===== src/heightmap_bilinear_sampler_macros.svh =====
// Assertion macros for the height map sampler.
`ifndef HEIGHTMAP_BILINEAR_SAMPLER_MACROS_SVH
`define HEIGHTMAP_BILINEAR_SAMPLER_MACROS_SVH

// Same-cycle implication, inactive during reset.
`define HBS_ASSERT_IMP(label, clk, rst_n, ante, cons) \
    label: assert property (@(posedge clk) disable iff (!rst_n) (ante) |-> (cons)) \
        else $error("hbs: implication violated");

// Next-cycle implication, inactive during reset.
`define HBS_ASSERT_NXT(label, clk, rst_n, ante, cons) \
    label: assert property (@(posedge clk) disable iff (!rst_n) (ante) |=> (cons)) \
        else $error("hbs: next-cycle implication violated");

`endif


===== src/hbs_pkg.sv =====
`default_nettype none
package hbs_pkg;

    localparam int MAX_SIZE_LOG2_DEF = 8;
    localparam int QUEUE_DEPTH       = 4;

    localparam int SAMPLE_W = 16;
    localparam int COORD_W  = 24;
    localparam int FRAC_W   = 8;
    localparam int HEIGHT_W = 32;
    localparam int TOP_W    = 24;
    localparam int LG_W     = 4;

    localparam logic [LG_W-1:0] SIZE_LOG2_RESET = 4'd8;

    localparam logic FUNC_WRITE = 1'b0;
    localparam logic FUNC_QUERY = 1'b1;

    localparam logic REG_SIZE_LOG2 = 1'b0;
    localparam logic REG_MAP_VALID = 1'b1;

    typedef enum logic [2:0] {
        OP_WRITE = 3'b001,
        OP_QUERY = 3'b010,
        OP_ZERO  = 3'b100
    } t_op;

    typedef struct packed {
        t_op                 op;
        logic [FRAC_W-1:0]   fx;
        logic [FRAC_W-1:0]   fz;
        logic                swap;
        logic                lg_zero;
        logic                wbank;
        logic [SAMPLE_W-1:0] wdata;
    } t_ctl;

    typedef struct packed {
        logic full;
        logic empty;
    } t_qstat;

endpackage
`default_nettype wire


===== src/hbs_queue.sv =====
`default_nettype none
module hbs_queue #(
    parameter int DATA_W = 8,
    parameter int DEPTH  = hbs_pkg::QUEUE_DEPTH
) (
    input  logic              i_clk,
    input  logic              i_rst_n,
    input  logic              i_push,
    input  logic [DATA_W-1:0] i_data,
    input  logic              i_pop,
    output logic [DATA_W-1:0] o_data,
    output hbs_pkg::t_qstat   o_stat
);

    localparam int PTR_W = (DEPTH > 1) ? $clog2(DEPTH) : 1;
    localparam int CNT_W = $clog2(DEPTH + 1);

    logic [DATA_W-1:0] r_mem [DEPTH];
    logic [PTR_W-1:0]  r_wr_ptr, n_wr_ptr;
    logic [PTR_W-1:0]  r_rd_ptr, n_rd_ptr;
    logic [CNT_W-1:0]  r_count, n_count;

    always_comb begin
        n_wr_ptr = r_wr_ptr;
        n_rd_ptr = r_rd_ptr;
        n_count  = r_count;
        if (i_push) begin
            n_wr_ptr = (r_wr_ptr == PTR_W'(DEPTH - 1)) ? '0 : PTR_W'(r_wr_ptr + 1'b1);
        end
        if (i_pop) begin
            n_rd_ptr = (r_rd_ptr == PTR_W'(DEPTH - 1)) ? '0 : PTR_W'(r_rd_ptr + 1'b1);
        end
        if (i_push && !i_pop) begin
            n_count = CNT_W'(r_count + 1'b1);
        end else if (i_pop && !i_push) begin
            n_count = CNT_W'(r_count - 1'b1);
        end
    end

    always_ff @(posedge i_clk) begin
        if (!i_rst_n) begin
            r_wr_ptr <= '0;
            r_rd_ptr <= '0;
            r_count  <= '0;
        end else begin
            r_wr_ptr <= n_wr_ptr;
            r_rd_ptr <= n_rd_ptr;
            r_count  <= n_count;
        end
    end

    always_ff @(posedge i_clk) begin
        if (i_push) begin
            r_mem[r_wr_ptr] <= i_data;
        end
    end

    assign o_data       = r_mem[r_rd_ptr];
    assign o_stat.full  = (r_count == CNT_W'(DEPTH));
    assign o_stat.empty = (r_count == '0);

endmodule
`default_nettype wire


===== config.mk =====
export PLATFORM = sky130hd
export DESIGN_NAME = hbs_queue
export DESIGN_NICKNAME = d
export VERILOG_FILES = /design/src/heightmap_bilinear_sampler_macros.svh /design/src/hbs_pkg.sv /design/src/hbs_queue.sv
export SDC_FILE = /design/constraint.sdc
export NUM_CORES = 1
export LEC_CHECK = 0
export BUFFER_PORTS_ARGS = -buffer_cell sky130_fd_sc_hd__buf_2
export CAP_MARGIN = 25
export CORE_MARGIN = 2
export CORE_UTILIZATION = 50
export DETAILED_ROUTE_END_ITERATION = 6
export PLACE_DENSITY = 0.74
export SLEW_MARGIN = 20
export SYNTH_ARGS = -nofsm -noshare
export SYNTH_HDL_FRONTEND = slang
export SYNTH_SLANG_ARGS = --single-unit

===== constraint.sdc =====
create_clock -name i_clk -period 1.8 [get_ports i_clk]
set_input_delay 0.18 -clock i_clk [delete_from_list [all_inputs] [get_ports i_clk]]
set_output_delay 0.18 -clock i_clk [all_outputs]
set_load 0.02 [all_outputs]

==> flow_summary.yaml <==
run_status:
  status: "finished clean"
cells_and_area:
  final_nets: 132
  final-instance-count-excl-fill: 158
  area.growth.synth_to_final_pct: 14.7
  post_route_cells_drive_above_1_share_pct: 33.3
  fillers: 240
  n_antenna_cell: 0
  post_layout_util_pct: 60.7
pwr:
  static-leakage-power_nw: 0.678
  intPower_mw: 1.48
  power.share.sequential_pct: 57.3
  power.share.clock_pct: 29.9
  power_switching_mw: 0.457
  power_share_of_the_combinational_group_pct: 12.8
  power.switching_fraction_pct: 23.6
  p_total_mw: 1.94
  worst_ir_drop_on_vdd_mv: 0.512
  ratio_of_total_power_to_cell_area_nw_per_um2: 1050
place:
  numPlacedInstances: 150
  place.port_buffers: 21
  place_hpwl_um: 1590
  gp_routability_congestion: 0.643
  place_ws_ns: 0.123
clock_network:
  numCtsBuffers: 5
  largest_buffer_count_on_any_clock_path: 2
  clock_sinks: 41
  clock_latency_ns: 0.35
  clock-root-buffer: "sky130_fd_sc_hd__clkbuf_4"
  cts_htree_levels: 2
  cts_tree: "done"
  post_cts_buffers: 0
  clk_pin_slew_worst_paths_ns: 0.12
die:
  floorplan.die_area_um2: 3700
  floorplan.rows: 20
  ioPinCount: 22
  start_util_pct: 52.9
  design.core.area_um2: 3050
  floorplan.die.height_um: 60.8
  die_x_um: 60.8
grt:
  grt.total_usage_pct: 15.6
  grt_start_max_net_pins: 14
  number_of_antenna_violations_at_the_first_check_in_global_routing: 0
  number_of_global_route_vias_before_repair: 783
  grt_first_pass_wirelength_um: 3810
  overflow: 0
sta:
  grt_setup_unrepaired: "no"
  final_max_slew_viol_count: 0
  setup_viol: 0
  post-route-min-period_ns: 1.72
  layout_worst_path_cycle_share_pct: 95.4
  worst_slack_ns: 0.0832
  maxClockFrequency_mhz: 582
  timing.setup.tns_ns: 0
  fin_worst_skew_ns: 0.00686
  tightestPinTransition_ns: 0.456
  final-hold-violation-count: 0
  max_slew_headroom_at_the_worst_pin_pct: 69.6
yosys:
  syn_nets: 105
  yosysSeqAreaShare_pct: 70.6
  top_post_synthesis_cells_by_count: "32 x sky130_fd_sc_hd__edfxtp_1, 9 x sky130_fd_sc_hd__dfxtp_1, 8 x sky130_fd_sc_hd__mux4_2"
  netlist_top_cells_area: "sky130_fd_sc_hd__edfxtp_1 59%, sky130_fd_sc_hd__dfxtp_1 11%, sky130_fd_sc_hd__mux4_2 11%, sky130_fd_sc_hd__ha_1 4.6%, sky130_fd_sc_hd__mux2i_1 2.5%"
  yosysTopAreaCell: "sky130_fd_sc_hd__edfxtp_1"
  synthesis.area_um2: 1620
  netlist_instances: 86
  yosys.area.top_type_share_pct: 59.5
  yosysMostFrequentCell: "sky130_fd_sc_hd__edfxtp_1"
  synth_cell_types: 20
  dominantRegCellSynth: "sky130_fd_sc_hd__edfxtp_1"
  synth.ff_latch_count: 41
  count_of_flip_flops_with_a_built_in_enable_after_synthesis: 32
  synth.avg_cell_area_um2: 18.8
  synth_warnings: 0
  synth-async-reset-ratio_pct: 0
setup_path:
  worst_r2r_path_depth: 4
  cp_class: "flop to output pin"
  cell_by_cell_trace_of_the_critical_path: "buf_6, mux4_2, buf_2"
  critical-path-max-stage-delay_ns: 0.51
  data_arrival_critical_path_ns: 1.54
  worst_setup_path_end_kind: "output pin"
  critical-path-slowest-cell: "sky130_fd_sc_hd__mux4_2"
  worst-path-max-fanout: 8
  worstPathRequired_ns: 1.62
  setup.worst_path.start_class: "flop"
worst_hold_path:
  min_path_type: "input port to flop"
  cell_depth_of_the_worst_hold_path: 1
route:
  drt_wl_total_um: 2320
  route.antenna.remaining_nets: 0
  route.vias.total: 780
  post-route-drc-count: 0
  routedWlPerCell_um: 14.7
  post_drt_via_cell_ratio: 4.94
  first_pass_iters: 4
  drtIter0Drc: 33
run:
  cap_viol_max_count: 0
path summary, 6_finish.rpt:
| check | slack (ns) | startpoint | end |
|---|---|---|---|
| setup / recovery | 0.08 | flop | o_data[5] |
| hold / removal | 0.03 | i_data[4] | r_mem[3][4] |
| setup reg to reg | 0.34 | r_count[0] | r_count[2] |
| hold reg to reg | 0.52 | r_count[2] | r_count[2] |
logic make-up after synthesis:
group,synth area share (%)
adder cells (fa/ha/maj),5.89
multiplexers,13.6
AND/OR/NAND/NOR,5.58
AO/OA/AOI/OAI,1.24
XOR/XNOR,1.08
flip-flops,70.6
buffers and inverters,1.94
layer usage:
metal / vias up / wire [µm] / GRT usage, %
li1: 377 / - / -
met3: 7 / 103 / 4.48
met4: 0 / 61 / 10.2
met5: - / 0 / 0
met1: 377 / 982 / 18.3
met2: 19 / 1180 / 25.0
placed cells by master, fill, tap and decap left out:
master                       Yosys  layout
sky130_fd_sc_hd__buf_2           0      20
sky130_fd_sc_hd__or3_1           1       1
sky130_fd_sc_hd__xor2_1          1       1
sky130_fd_sc_hd__clkinv_1        0       1
sky130_fd_sc_hd__mux2i_1         4       4
sky130_fd_sc_hd__edfxtp_1       32      32
sky130_fd_sc_hd__nor2_1          1       1
sky130_fd_sc_hd__inv_1           4       4
sky130_fd_sc_hd__o21ai_0         1       1
sky130_fd_sc_hd__nor3_1          2       2
sky130_fd_sc_hd__fa_1            1       1
sky130_fd_sc_hd__bufinv_16       0       1
sky130_fd_sc_hd__a21boi_1        1       1
sky130_fd_sc_hd__nor3b_1         1       1
sky130_fd_sc_hd__dfxtp_2         0       1
sky130_fd_sc_hd__buf_4           0       1
sky130_fd_sc_hd__ha_1            6       6
sky130_fd_sc_hd__mux4_2          8       8
sky130_fd_sc_hd__o21a_1          1       1
sky130_fd_sc_hd__dfxtp_1         9       8
sky130_fd_sc_hd__clkinvlp_4      0       1
sky130_fd_sc_hd__and2_1          5       5
sky130_fd_sc_hd__clkbuf_4        0       5
sky130_fd_sc_hd__buf_6           1       1
sky130_fd_sc_hd__xnor2_1         1       1
sky130_fd_sc_hd__nor2b_1         5       5
per-stage QoR:
step	hold slack (ns)	area, µm²
6_report	0.0341	1850
5_1_grt	0.0119	1850
4_1_cts	0.0213	1850
3_5_place_dp	0.399	1770
3_3_place_gp	0.391	1770
2_1_floorplan	0.279	1620
sequential cells by signal (all words and copies together), names as in the netlist, named ones only:
name	count
r_wr_ptr	2
r_count	3
r_rd_ptr	2
r_mem	32
final cells by class:
cell class / count / area, µm² / area share, %
flip-flops and latches: 41 / 1140 / 61.6
multi-input cells: 39 / 443 / 23.9
repair buffers: 22 / 119 / 6.41
well taps: 44 / 55.1 / 2.97
clock inverters: 3 / 41.3 / 2.23
clock buffers: 5 / 37.5 / 2.03
inverters: 4 / 15.0 / 0.810
power by group through the flow:
stage               clock network (mW)  registers [mW]  logic [mW]
floorplan                            0            1.12       0.179
global placement                     0            1.13       0.243
detailed placement                   0            1.13       0.250
CTS                              0.593            1.11       0.251
global route                     0.628            1.12       0.278
finish                           0.579            1.11       0.248
what timing repair did:
item,in CTS,in global routing
endpoints found under the setup margin,0,8
hold buffers,0,0
gates resized for setup,0,3
worst max-delay path, delay by kind of cell, from the launching register on:
family   cells  cell delay, ns
mux          1            0.51
flops        1            0.34
buf+inv      2            0.33
No activity file was read; power rests on OpenSTA's default activity.
