[src/heightmap_bilinear_sampler_macros.svh]
// Assertion macros for the height map sampler.
`ifndef HEIGHTMAP_BILINEAR_SAMPLER_MACROS_SVH
`define HEIGHTMAP_BILINEAR_SAMPLER_MACROS_SVH

// Same-cycle implication, inactive during reset.
`define HBS_ASSERT_IMP(label, clk, rst_n, ante, cons) \
    label: assert property (@(posedge clk) disable iff (!rst_n) (ante) |-> (cons)) \
        else $error("hbs: implication violated");

// Next-cycle implication, inactive during reset.
`define HBS_ASSERT_NXT(label, clk, rst_n, ante, cons) \
    label: assert property (@(posedge clk) disable iff (!rst_n) (ante) |=> (cons)) \
        else $error("hbs: next-cycle implication violated");

`endif

[src/hbs_pkg.sv]
`default_nettype none
package hbs_pkg;

    localparam int MAX_SIZE_LOG2_DEF = 8;
    localparam int QUEUE_DEPTH       = 4;

    localparam int SAMPLE_W = 16;
    localparam int COORD_W  = 24;
    localparam int FRAC_W   = 8;
    localparam int HEIGHT_W = 32;
    localparam int TOP_W    = 24;
    localparam int LG_W     = 4;

    localparam logic [LG_W-1:0] SIZE_LOG2_RESET = 4'd8;

    localparam logic FUNC_WRITE = 1'b0;
    localparam logic FUNC_QUERY = 1'b1;

    localparam logic REG_SIZE_LOG2 = 1'b0;
    localparam logic REG_MAP_VALID = 1'b1;

    typedef enum logic [2:0] {
        OP_WRITE = 3'b001,
        OP_QUERY = 3'b010,
        OP_ZERO  = 3'b100
    } t_op;

    typedef struct packed {
        t_op                 op;
        logic [FRAC_W-1:0]   fx;
        logic [FRAC_W-1:0]   fz;
        logic                swap;
        logic                lg_zero;
        logic                wbank;
        logic [SAMPLE_W-1:0] wdata;
    } t_ctl;

    typedef struct packed {
        logic full;
        logic empty;
    } t_qstat;

endpackage
`default_nettype wire

[src/hbs_front.sv]
`default_nettype none
module hbs_front #(
    parameter int MAX_SIZE_LOG2 = hbs_pkg::MAX_SIZE_LOG2_DEF
) (
    input  logic                                i_func,
    input  logic [15:0]                         i_write_index,
    input  logic [hbs_pkg::SAMPLE_W-1:0]        i_write_height,
    input  logic signed [hbs_pkg::COORD_W-1:0]  i_query_x,
    input  logic signed [hbs_pkg::COORD_W-1:0]  i_query_z,
    input  logic [hbs_pkg::LG_W-1:0]            i_size_log2,
    input  logic                                i_map_valid,
    output hbs_pkg::t_ctl                       o_ctl,
    output logic [2*MAX_SIZE_LOG2-2:0]          o_addr_e0,
    output logic [2*MAX_SIZE_LOG2-2:0]          o_addr_e1,
    output logic [2*MAX_SIZE_LOG2-2:0]          o_addr_o0,
    output logic [2*MAX_SIZE_LOG2-2:0]          o_addr_o1
);

    localparam int M     = MAX_SIZE_LOG2;
    localparam int IDX_W = 2 * M;
    localparam int FW    = hbs_pkg::FRAC_W;
    localparam int CW    = hbs_pkg::COORD_W;

    logic [hbs_pkg::LG_W-1:0] lg;
    logic [M:0]               side;
    logic [M-1:0]             mask;
    logic [M-1:0]             xi, zi;
    logic [M-1:0]             x0, x1, z0, z1;
    logic [M-1:0]             x_even, x_odd;
    logic [IDX_W-1:0]         rb0, rb1;
    logic [IDX_W-1:0]         idx_e0, idx_e1, idx_o0, idx_o1;
    logic [IDX_W-1:0]         widx;
    logic                     is_write;

    assign lg   = (i_size_log2 > hbs_pkg::LG_W'(M)) ? hbs_pkg::LG_W'(M) : i_size_log2;
    assign side = (M+1)'(1) << lg;
    assign mask = M'(side - 1'b1);

    assign xi = i_query_x[FW +: M];
    assign zi = i_query_z[FW +: M];

    assign x0 = xi & mask;
    assign x1 = M'(xi + 1'b1) & mask;
    assign z0 = zi & mask;
    assign z1 = M'(zi + 1'b1) & mask;

    assign x_even = x0[0] ? x1 : x0;
    assign x_odd  = x0[0] ? x0 : x1;

    assign rb0 = IDX_W'(z0) << lg;
    assign rb1 = IDX_W'(z1) << lg;

    assign idx_e0 = rb0 | IDX_W'(x_even);
    assign idx_e1 = rb1 | IDX_W'(x_even);
    assign idx_o0 = rb0 | IDX_W'(x_odd);
    assign idx_o1 = rb1 | IDX_W'(x_odd);

    assign widx     = IDX_W'(i_write_index);
    assign is_write = (i_func == hbs_pkg::FUNC_WRITE);

    assign o_addr_e0 = is_write ? widx[IDX_W-1:1] : idx_e0[IDX_W-1:1];
    assign o_addr_e1 = idx_e1[IDX_W-1:1];
    assign o_addr_o0 = idx_o0[IDX_W-1:1];
    assign o_addr_o1 = idx_o1[IDX_W-1:1];

    always_comb begin
        o_ctl.op = is_write ? hbs_pkg::OP_WRITE
                 : (i_map_valid ? hbs_pkg::OP_QUERY : hbs_pkg::OP_ZERO);
        o_ctl.fx      = i_query_x[FW-1:0];
        o_ctl.fz      = i_query_z[FW-1:0];
        o_ctl.swap    = x0[0];
        o_ctl.lg_zero = (lg == '0);
        o_ctl.wbank   = widx[0];
        o_ctl.wdata   = i_write_height;
    end

    logic unused_hi;
    assign unused_hi = ^{i_query_x[CW-1:FW+M], i_query_z[CW-1:FW+M]};

endmodule
`default_nettype wire

[config.mk]
export PLATFORM = sky130hd
export DESIGN_NAME = hbs_front
export DESIGN_NICKNAME = d
export VERILOG_FILES = /design/src/heightmap_bilinear_sampler_macros.svh /design/src/hbs_pkg.sv /design/src/hbs_front.sv
export SDC_FILE = /design/constraint.sdc
export NUM_CORES = 1
export LEC_CHECK = 0
export BUFFER_PORTS_ARGS = -buffer_cell sky130_fd_sc_hd__buf_2
export CAP_MARGIN = 0
export CELL_PAD_IN_SITES_DETAIL_PLACEMENT = 1
export CELL_PAD_IN_SITES_GLOBAL_PLACEMENT = 2
export CORE_MARGIN = 2
export CORE_UTILIZATION = 17
export DETAILED_ROUTE_END_ITERATION = 10
export PLACE_DENSITY_LB_ADDON = 0.1
export SYNTH_ARGS = -nofsm -noshare
export SYNTH_HDL_FRONTEND = slang
export SYNTH_SLANG_ARGS = --single-unit
[constraint.sdc]
create_clock -name vclk -period 3.5
set_input_delay 0.525 -clock vclk [all_inputs]
set_output_delay 0.525 -clock vclk [all_outputs]
set_load 0.02 [all_outputs]
==> results of run 1 <==
## routing by layer
| metal | up-vias | GRT usage |
|---|---|---|
| met3 | 4 | 0.01203 |
| met5 | - | 0 |
| met1 | 1057 | 0.1988 |
| li1 | 1138 | - |
| met2 | 81 | 0.2335 |
| met4 | 0 | 0.009877 |
## cell usage after synthesis, types with 6 or more instances
| cell | n | area share |
|---|---|---|
| buf_4 | 42 | 0.16 |
| o21ai_1 | 11 | 0.028 |
| xnor2_1 | 6 | 0.027 |
| nand2_1 | 32 | 0.062 |
| mux2_2 | 8 | 0.046 |
| inv_1 | 6 | 0.012 |
| nor2_1 | 28 | 0.054 |
| o21ai_0 | 10 | 0.026 |
| buf_2 | 13 | 0.033 |
| nand2b_1 | 9 | 0.029 |
| nor3_1 | 6 | 0.015 |
| a31oi_1 | 6 | 0.019 |
| nor2b_1 | 6 | 0.019 |
| a21oi_1 | 15 | 0.039 |
| clkbuf_1 | 7 | 0.013 |
| nand3_1 | 14 | 0.036 |
## how the worst max path moves through the flow
stage / startpoint / to / slack [ns] / cells past startpoint
6_report: i_size_log2[2] / o_addr_e0[7] / 0.19 / 11
5_1_grt: i_size_log2[2] / o_addr_e1[7] / 0.006 / 12
4_1_cts: i_size_log2[2] / o_addr_e0[7] / 0.18 / 11
3_5_place_dp: i_size_log2[2] / o_addr_e0[7] / 0.19 / 11
3_3_place_gp: i_size_log2[2] / o_addr_e0[7] / 0.22 / 11
2_1_floorplan: i_size_log2[3] / o_addr_o1[12] / 0.02 / 12
## worst max-delay path: stages
cell	delay (ns)
buf_2	0.10
or2_1	0.26
nor2_2	0.18
inv_1	0.06
ha_1	0.41
nor2b_1	0.14
a32oi_1	0.29
o211ai_1	0.16
a22o_1	0.23
mux2_2	0.26
buf_2	0.16
## through the flow
stage	total power [W]	hold slack, ns	utilization
2_1_floorplan	0.0003387	1.125	-
3_3_place_gp	0.0004301	1.050	0.2039
3_5_place_dp	0.0004302	1.050	0.2039
4_1_cts	0.0004322	1.050	0.2039
5_1_grt	0.0004629	1.050	0.2039
6_report	0.0004239	1.050	0.2039
## layout by cell type (no fill, tap or decap), drive strengths merged, types with 2 or more instances in the layout
cell     netlist  final
a32o           3      3
or2            3      3
o21ai         21     21
and2           5      5
o22ai          3      3
and3           7      7
o2bb2ai        2      2
o32ai          2      2
a21oi         16     16
nor2b          6      6
a22oi          2      2
o211ai         2      2
nand3         14     14
a32oi          2      2
o21a           2      2
or3            4      4
a22o           2      2
nand4          3      3
o31ai          3      3
a211oi         4      4
nand2         32     32
mux2i          5      5
inv            7      7
ha             3      3
nand2b         9      9
buf           57    114
a31oi          6      6
a21o           3      3
nor2          28     28
nor3           7      7
xor2           5      5
xnor2          8      8
mux2           8      8
## cells by family (layout without fill, tap and decap cells)
kind of cell             Yosys count  after routing  synth area share
AO/OA/AOI/OAI                     80             80            0.2903
multiplexers                      13             13           0.07194
buffers and inverters             71            121            0.2299
adder cells (fa/ha/maj)            3              3           0.01927
AND/OR/NAND/NOR                  123            123            0.3224
XOR/XNOR                          13             13           0.06615
## power by group
part           switching, W  internal (W)
sequential                0             0
clock                     0             0
combinational      0.000275      0.000149
## cell type report
type,instances,share of cell area
Inverter,7,0.01138
Multi-Input combinational cell,232,0.6509
Tap cell,143,0.07751
Timing Repair Buffer,114,0.2602
==> run_results.csv, run 1 <==
group,metric,value,unit
outcome,status,"finished, final reports clean",
routing,drt_iter0_drc,73,
worst_hold_path,hold_path_end,"o_ctl[20]",
timing,fin_crit,3.313,ns
synthesis,syn_avg_cell_area,6.429,sq um
worst_setup_path,path_max_fanout,6,
routing,routed-wl-met3,412,um
worst_setup_path,arrival,2.79,ns
timing,relSlewSlack,0.5929,
floorplan,fp.dieW,111.1,um
routing,ant_nets,0,
finish,layout.nets,444,
routing,routed_wl,8982,um
finish,fin_area,2308,sq um
timing,fmax,0.3018,GHz
grt,grt_max_degree,37,
pwr,total_leakage_power,1.088,nW
routing,wl_met2,4063,um
grt,grt_pass1_wl,13740,um
worst_setup_path,crit_path_end_kind,"output port",
place,dp_slack,0.1919,ns
routing,drc,0,
timing,slew_viol_final,0,
clocking,cts_hold_buffers,0,
synthesis,synth-seq-area-share,0,
routing,routed.top_layer,"met4",
finish,areaGrowthSynthToFinish,18.50,%
timing,min_period_over_period,0.9466,
finish,fillers,1467,
floorplan,ioPinCount,184,
timing,fin_ws,0.1870,ns
worst_hold_path,hold_depth,0,
finish,ff_latch_area,0,sq um
routing,firstDrtPassIters,4,
job,maxCapViolCount,0,
timing,setup_viol,0,
grt,antenna_found_initial,0,
synthesis,netlist_area,1948,sq um
place,dpl_cell_area,2308,sq um
worst_hold_path,min_from,"i_query_z[1]",
pwr,peakVddDrop,69.04,uV
finish,seq_cells,0,
place,post-dp-hpwl,7288,um
place,gp_congestion,0.7464,
worst_setup_path,cp.required,2.97,ns
finish,clkbuf_count,0,
worst_setup_path,path_class,"input port to output port",
grt,grt_pass1_vias,2386,
timing,rsz0062_at_grt,"no",
timing,final_hold_viol_count,0,
finish,multiInputGateArea,1503,sq um
routing,met1_length,4436,um
floorplan,initial_utilization,0.1721,
grt,track_usage,0.1377,
finish,num_antenna_cells,0,
finish,final_cells,496,
synthesis,synth.net_count,392,
worst_setup_path,critPathLaunchType,"input port",
synthesis,yosysWarnings,0,
finish,final_layout_size_suffix_gt1_frac,0.3938,
floorplan,fp.dieH,111.1,um
floorplan,rows,39,
timing,worst_pin_slew,0.6011,ns
floorplan,core,11320,sq um
routing,via_count,2280,
routing,post_drt_wl_per_cell,18.11,um
pwr,power_density,183.6,nW/um^2
clocking,cts_setup_buffers,0,
clocking,cts_resized,0,
place,dp_cells,496,
synthesis,synthCells,303,
synthesis,synth_cell_types,60,
grt,overflow,0,
routing,vias_per_cell,4.597,
timing,tns,0,ns
worst_hold_path,hp-class,"input port to output port",
place,port_buffers,102,
floorplan,die_area,12330,sq um
No activity file was read; power rests on OpenSTA's default activity.
==> run 2, diff against run 1 <==
--- a/config.mk
+++ b/config.mk
@@ -9,6 +9,7 @@
 export CAP_MARGIN = 0
 export CELL_PAD_IN_SITES_DETAIL_PLACEMENT = 1
 export CELL_PAD_IN_SITES_GLOBAL_PLACEMENT = 2
+export CORE_ASPECT_RATIO = 1.2
 export CORE_MARGIN = 2
 export CORE_UTILIZATION = 17
 export DETAILED_ROUTE_END_ITERATION = 10
==> constraint.sdc (replaced) <==
create_clock -name vclk -period 3.5
set_input_delay 0.35 -clock vclk [all_inputs]
set_output_delay 0.35 -clock vclk [all_outputs]
set_load 0.02 [all_outputs]
==> run 2 against run 1 <==
Fmax rose by 13%. Combinational power barely moved. Power rose by 0.68%. Die area barely moved. Global-route usage rose by 0.11 points. Non-clock buffer count rose by 1. Setup slack improved by 0.39 ns. Final cell count rose by 2.4%. Sequential share of layout area did not move. Critical path depth did not move. Wire length fell by 0.23%. Utilization rose by 0.60 points. Highest routed layer is now met3.
==> run_results.csv, run 2 (synthesis results as in run 1) <==
group,metric,value,unit
finish,final_layout_size_suffix_gt1_frac,0.3927,
worst_setup_path,crit_path_end_kind,"output port",
routing,firstDrtPassIters,4,
finish,layout_commonest_cell,"buf_2",
place,dp_slack,0.5492,ns
finish,ff_latch_area,0,sq um
finish,num_antenna_cells,0,
floorplan,fp.dieH,121.3,um
worst_setup_path,critPathLaunch,"i_size_log2[1]",
grt,grt_pass1_wl,13470,um
timing,final_hold_viol_count,0,
finish,fin_area,2327,sq um
timing,min_period_over_period,0.8358,
timing,setup_viol,0,
timing,fin_crit,2.925,ns
routing,drc,0,
floorplan,core,11090,sq um
worst_setup_path,cp.required,3.15,ns
worst_hold_path,hp-class,"input port to output port",
pwr,finalPower,0.0004268,W
clocking,cts_hold_buffers,0,
timing,worst_pin_slew,0.6332,ns
grt,grt_max_degree,37,
floorplan,initial_utilization,0.1757,
place,post-dp-hpwl,7313,um
timing,relSlewSlack,0.5763,
pwr,peakVddDrop,45.66,uV
finish,clkbuf_count,0,
routing,ant_nets,0,
timing,rsz0062_at_grt,"no",
worst_setup_path,path_max_fanout,9,
place,port_buffers,102,
timing,tns,0,ns
worst_setup_path,arrival,2.58,ns
worst_setup_path,critPathLaunchType,"input port",
pwr,total_leakage_power,1.094,nW
pwr,power_density,183.4,nW/um^2
finish,areaGrowthSynthToFinish,19.46,%
floorplan,fp.dieW,101.7,um
finish,layout.nets,445,
routing,routed_wl,8961,um
outcome,status,"finished, final reports clean",
worst_setup_path,crit_end,"o_addr_e0[11]",
finish,final_cell_mix,"buf_2 (102), nand2_1 (32), nor2_1 (28)",
clocking,cts_setup_buffers,0,
place,dpl_cell_area,2327,sq um
clocking,cts_resized,0,
timing,slew_viol_final,0,
routing,via_count,2325,
grt,grt_pass1_vias,2381,
routing,drt_iter0_drc,86,
floorplan,ioPinCount,184,
finish,seq_cells,0,
place,gp_congestion,0.7635,
floorplan,die_area,12340,sq um
floorplan,rows,42,
routing,post_drt_wl_per_cell,17.64,um
grt,antenna_found_initial,0,
timing,whs,0.7000,ns
grt,overflow,0,
timing,fmax,0.3418,GHz
worst_setup_path,path_class,"input port to output port",
timing,fin_ws,0.5747,ns
job,maxCapViolCount,0,
grt,track_usage,0.1389,
routing,vias_per_cell,4.577,
[run 2: metal layers]
layer | vias up | part of all wire | track usage
met1 | 1116 | 0.44 | 0.1756
li1 | 1141 | - | -
met3 | 0 | 0.041 | 0.008065
met5 | - | 0 | 0
met4 | 0 | 0 | 0.001689
met2 | 68 | 0.52 | 0.2685
[run 2: worst max-delay path, cell delays in order]
cell	delay [ns]
buf_2	0.15
or2_1	0.25
nor2_1	0.17
inv_1	0.07
ha_1	0.22
or3_1	0.32
a21o_1	0.18
and2_1	0.23
a2bb2oi_1	0.21
o31ai_2	0.21
buf_2	0.20
[run 2: cell type report]
type	count	area [sq um]
tap	154	192.7
fill	1436	8761
timing repair buffer	115	608.1
inverter	7	26.28
multi-input combinational	232	1500
[run 2: metrics by stage]
stage                       util  cells
after global routing      0.2099    508
after global placement    0.2099    508
after floorplan                -    303
after CTS                 0.2099    508
after detailed placement  0.2099    508
final                     0.2099    508
[run 2: worst min-delay path by stage]
stage | start | end | slack (ns) | depth (start not counted)
floorplan | i_map_valid | o_ctl[37] | 0.77 | 1
global placement | i_write_height[13] | o_ctl[13] | 0.70 | 0
detailed placement | i_write_height[13] | o_ctl[13] | 0.70 | 0
CTS | i_write_height[13] | o_ctl[13] | 0.70 | 0
global route | i_write_height[6] | o_ctl[6] | 0.70 | 0
finish | i_query_z[0] | o_ctl[19] | 0.70 | 0
[run 2: power breakdown]
group          internal, W  leakage, nW  switching [W]
Sequential               0            0              0
Combinational     0.000151         1.09       0.000276
Clock                    0            0              0
==> run 3, diff against run 2 <==
==> constraint.sdc (replaced) <==
create_clock -name vclk -period 3
set_input_delay 0.3 -clock vclk [all_inputs]
set_output_delay 0.3 -clock vclk [all_outputs]
set_load 0.02 [all_outputs]
==> run 3 against run 2 <==
Count of clock-buffer cells in the layout unchanged. Critical path depth stayed put. Final cell count decreased by 0.20%. Utilization is 0.10 points higher. Sequential share of layout area stayed put. Combinational power is 17% higher. Global-route usage is 0.059 points higher. Via count is 0.17% higher. Design area is 0.48% higher. Highest routed layer is now met4.
==> run_results.csv, run 3 (synthesis results as in run 1) <==
group,metric,value,unit
outcome,status,"finished, final reports clean",
floorplan,fp.dieW,101.7,um
routing,via_count,2329,
finish,layout.nets,444,
pwr,power.switching,0.0003233,W
place,dpl_cell_area,2328,sq um
worst_setup_path,path_max_fanout,6,
worst_hold_path,hold_depth,0,
routing,routed_wl,9066,um
routing,firstDrtPassIters,4,
timing,fmax,0.3483,GHz
pwr,peakVddDrop,77.07,uV
finish,layout_commonest_cell,"buf_2",
pwr,swShare,0.6487,
routing,vias_per_cell,4.594,
pwr,p_clk_frac,0,
routing,drt_iter0_drc,114,
floorplan,initial_utilization,0.1757,
finish,areaGrowthSynthToFinish,20.04,%
finish,fin_area,2338,sq um
pwr,internal_power,0.0001751,W
floorplan,ioPinCount,184,
grt,track_usage,0.1395,
timing,setup_viol,0,
finish,final_layout_size_suffix_gt1_frac,0.4023,
floorplan,fp.dieH,121.3,um
routing,ant_nets,0,
timing,final_hold_viol_count,0,
finish,seq_cells,0,
grt,overflow,0,
worst_setup_path,crit_top_cell,"buf_2",
pwr,power_density,213.1,nW/um^2
worst_setup_path,path_depth,11,
grt,antenna_found_initial,0,
pwr,power_frac_seq,0,
timing,worst_pin_slew,0.6515,ns
job,maxCapViolCount,0,
finish,clkbuf_count,0,
floorplan,die_area,12340,sq um
finish,fillers,1416,
grt,grt_pass1_vias,2309,
worst_setup_path,cp_num_buf_inv,2,
timing,fin_crit,2.871,ns
place,port_buffers,102,
worst_setup_path,critical_path.cell_chain,"buf_2, or2_1, nor2_1, nand2_1, ha_1, nor2b_1, a21oi_1, a21bo_2, o311ai_1, o22ai_1, buf_2",
worst_setup_path,cp.required,2.70,ns
place,gp_congestion,0.8083,
finish,final_cell_mix,"buf_2 (102), nand2_1 (32), nor2_1 (27)",
pwr,total_leakage_power,1.097,nW
worst_setup_path,slowest_stage,"ha_1",
worst_setup_path,cpLargestDelayFamily,"simple AND/OR/NAND/NOR gates",
worst_hold_path,hp-class,"input port to output port",
worst_setup_path,path_class,"input port to output port",
finish,multiInputGateArea,1519,sq um
place,post-dp-hpwl,7411,um
routing,post_drt_wl_per_cell,17.88,um
timing,min_period_over_period,0.9570,
routing,drc,0,
finish,ff_latch_area,0,sq um
timing,relSlewSlack,0.5640,
finish,utilization,0.2109,
worst_setup_path,cpPeakStageDelay,0.40,ns
worst_setup_path,critPathLaunchType,"input port",
finish,num_antenna_cells,0,
floorplan,rows,42,
worst_setup_path,crit_path_end_kind,"output port",
pwr,p_comb_frac,1.000,
floorplan,core,11090,sq um
worst_setup_path,arrival,2.57,ns
grt,grt_max_degree,37,
timing,slew_viol_final,0,
grt,grt_pass1_wl,13460,um
-- run 3: cell types whose count changed in the layout (fill, tap and decap cells not counted), sizes merged --
cell / change
buf: -1
-- run 3: final timing paths --
kind / startpoint / endpoint / slack, ns
worst max-delay path: i_size_log2[2] / o_addr_e1[7] / 0.13
worst min-delay path: i_write_height[10] / o_ctl[10] / 0.60
-- run 3: area by class of cell --
cell class,instances,share of cell area
timing repair buffer,114,0.2568
inverter,7,0.01124
tap,154,0.08240
multi-input combinational,232,0.6495
-- run 3: metal layers --
metal / up-vias / global-route usage / part of all wire
li1: 1143 / - / -
met2: 69 / 0.2599 / 0.52
met3: 4 / 0.006912 / 0.034
met5: - / 0 / 0
met1: 1113 / 0.1843 / 0.45
met4: 0 / 0.004223 / 0.00055
-- run 3: repair_timing --
item	in CTS	in global routing
resized for setup	0	2
endpoints found under the setup margin	0	4
hold buffers	0	0
setup buffers	0	0
-- run 3: stage by stage --
stage | instances | setup WS (ns) | power [W] | hold WS, ns | TNS [ns]
floorplan | 303 | 0.01306 | 0.0003960 | 0.6749 | 0
global placement | 507 | 0.1897 | 0.0005037 | 0.6001 | 0
detailed placement | 507 | 0.1463 | 0.0005054 | 0.6001 | 0
CTS | 507 | 0.1351 | 0.0005071 | 0.6001 | 0
global route | 507 | -0.008752 | 0.0005416 | 0.6000 | -0.008752
finish | 507 | 0.1290 | 0.0004983 | 0.6000 | 0
-- run 3: power by group through the flow --
stage	combinational, W	sequential [W]	clock [W]
5_1_grt	0.000542	0	0
3_5_place_dp	0.000505	0	0
3_3_place_gp	0.000504	0	0
4_1_cts	0.000507	0	0
2_1_floorplan	0.000396	0	0
6_report	0.000498	0	0
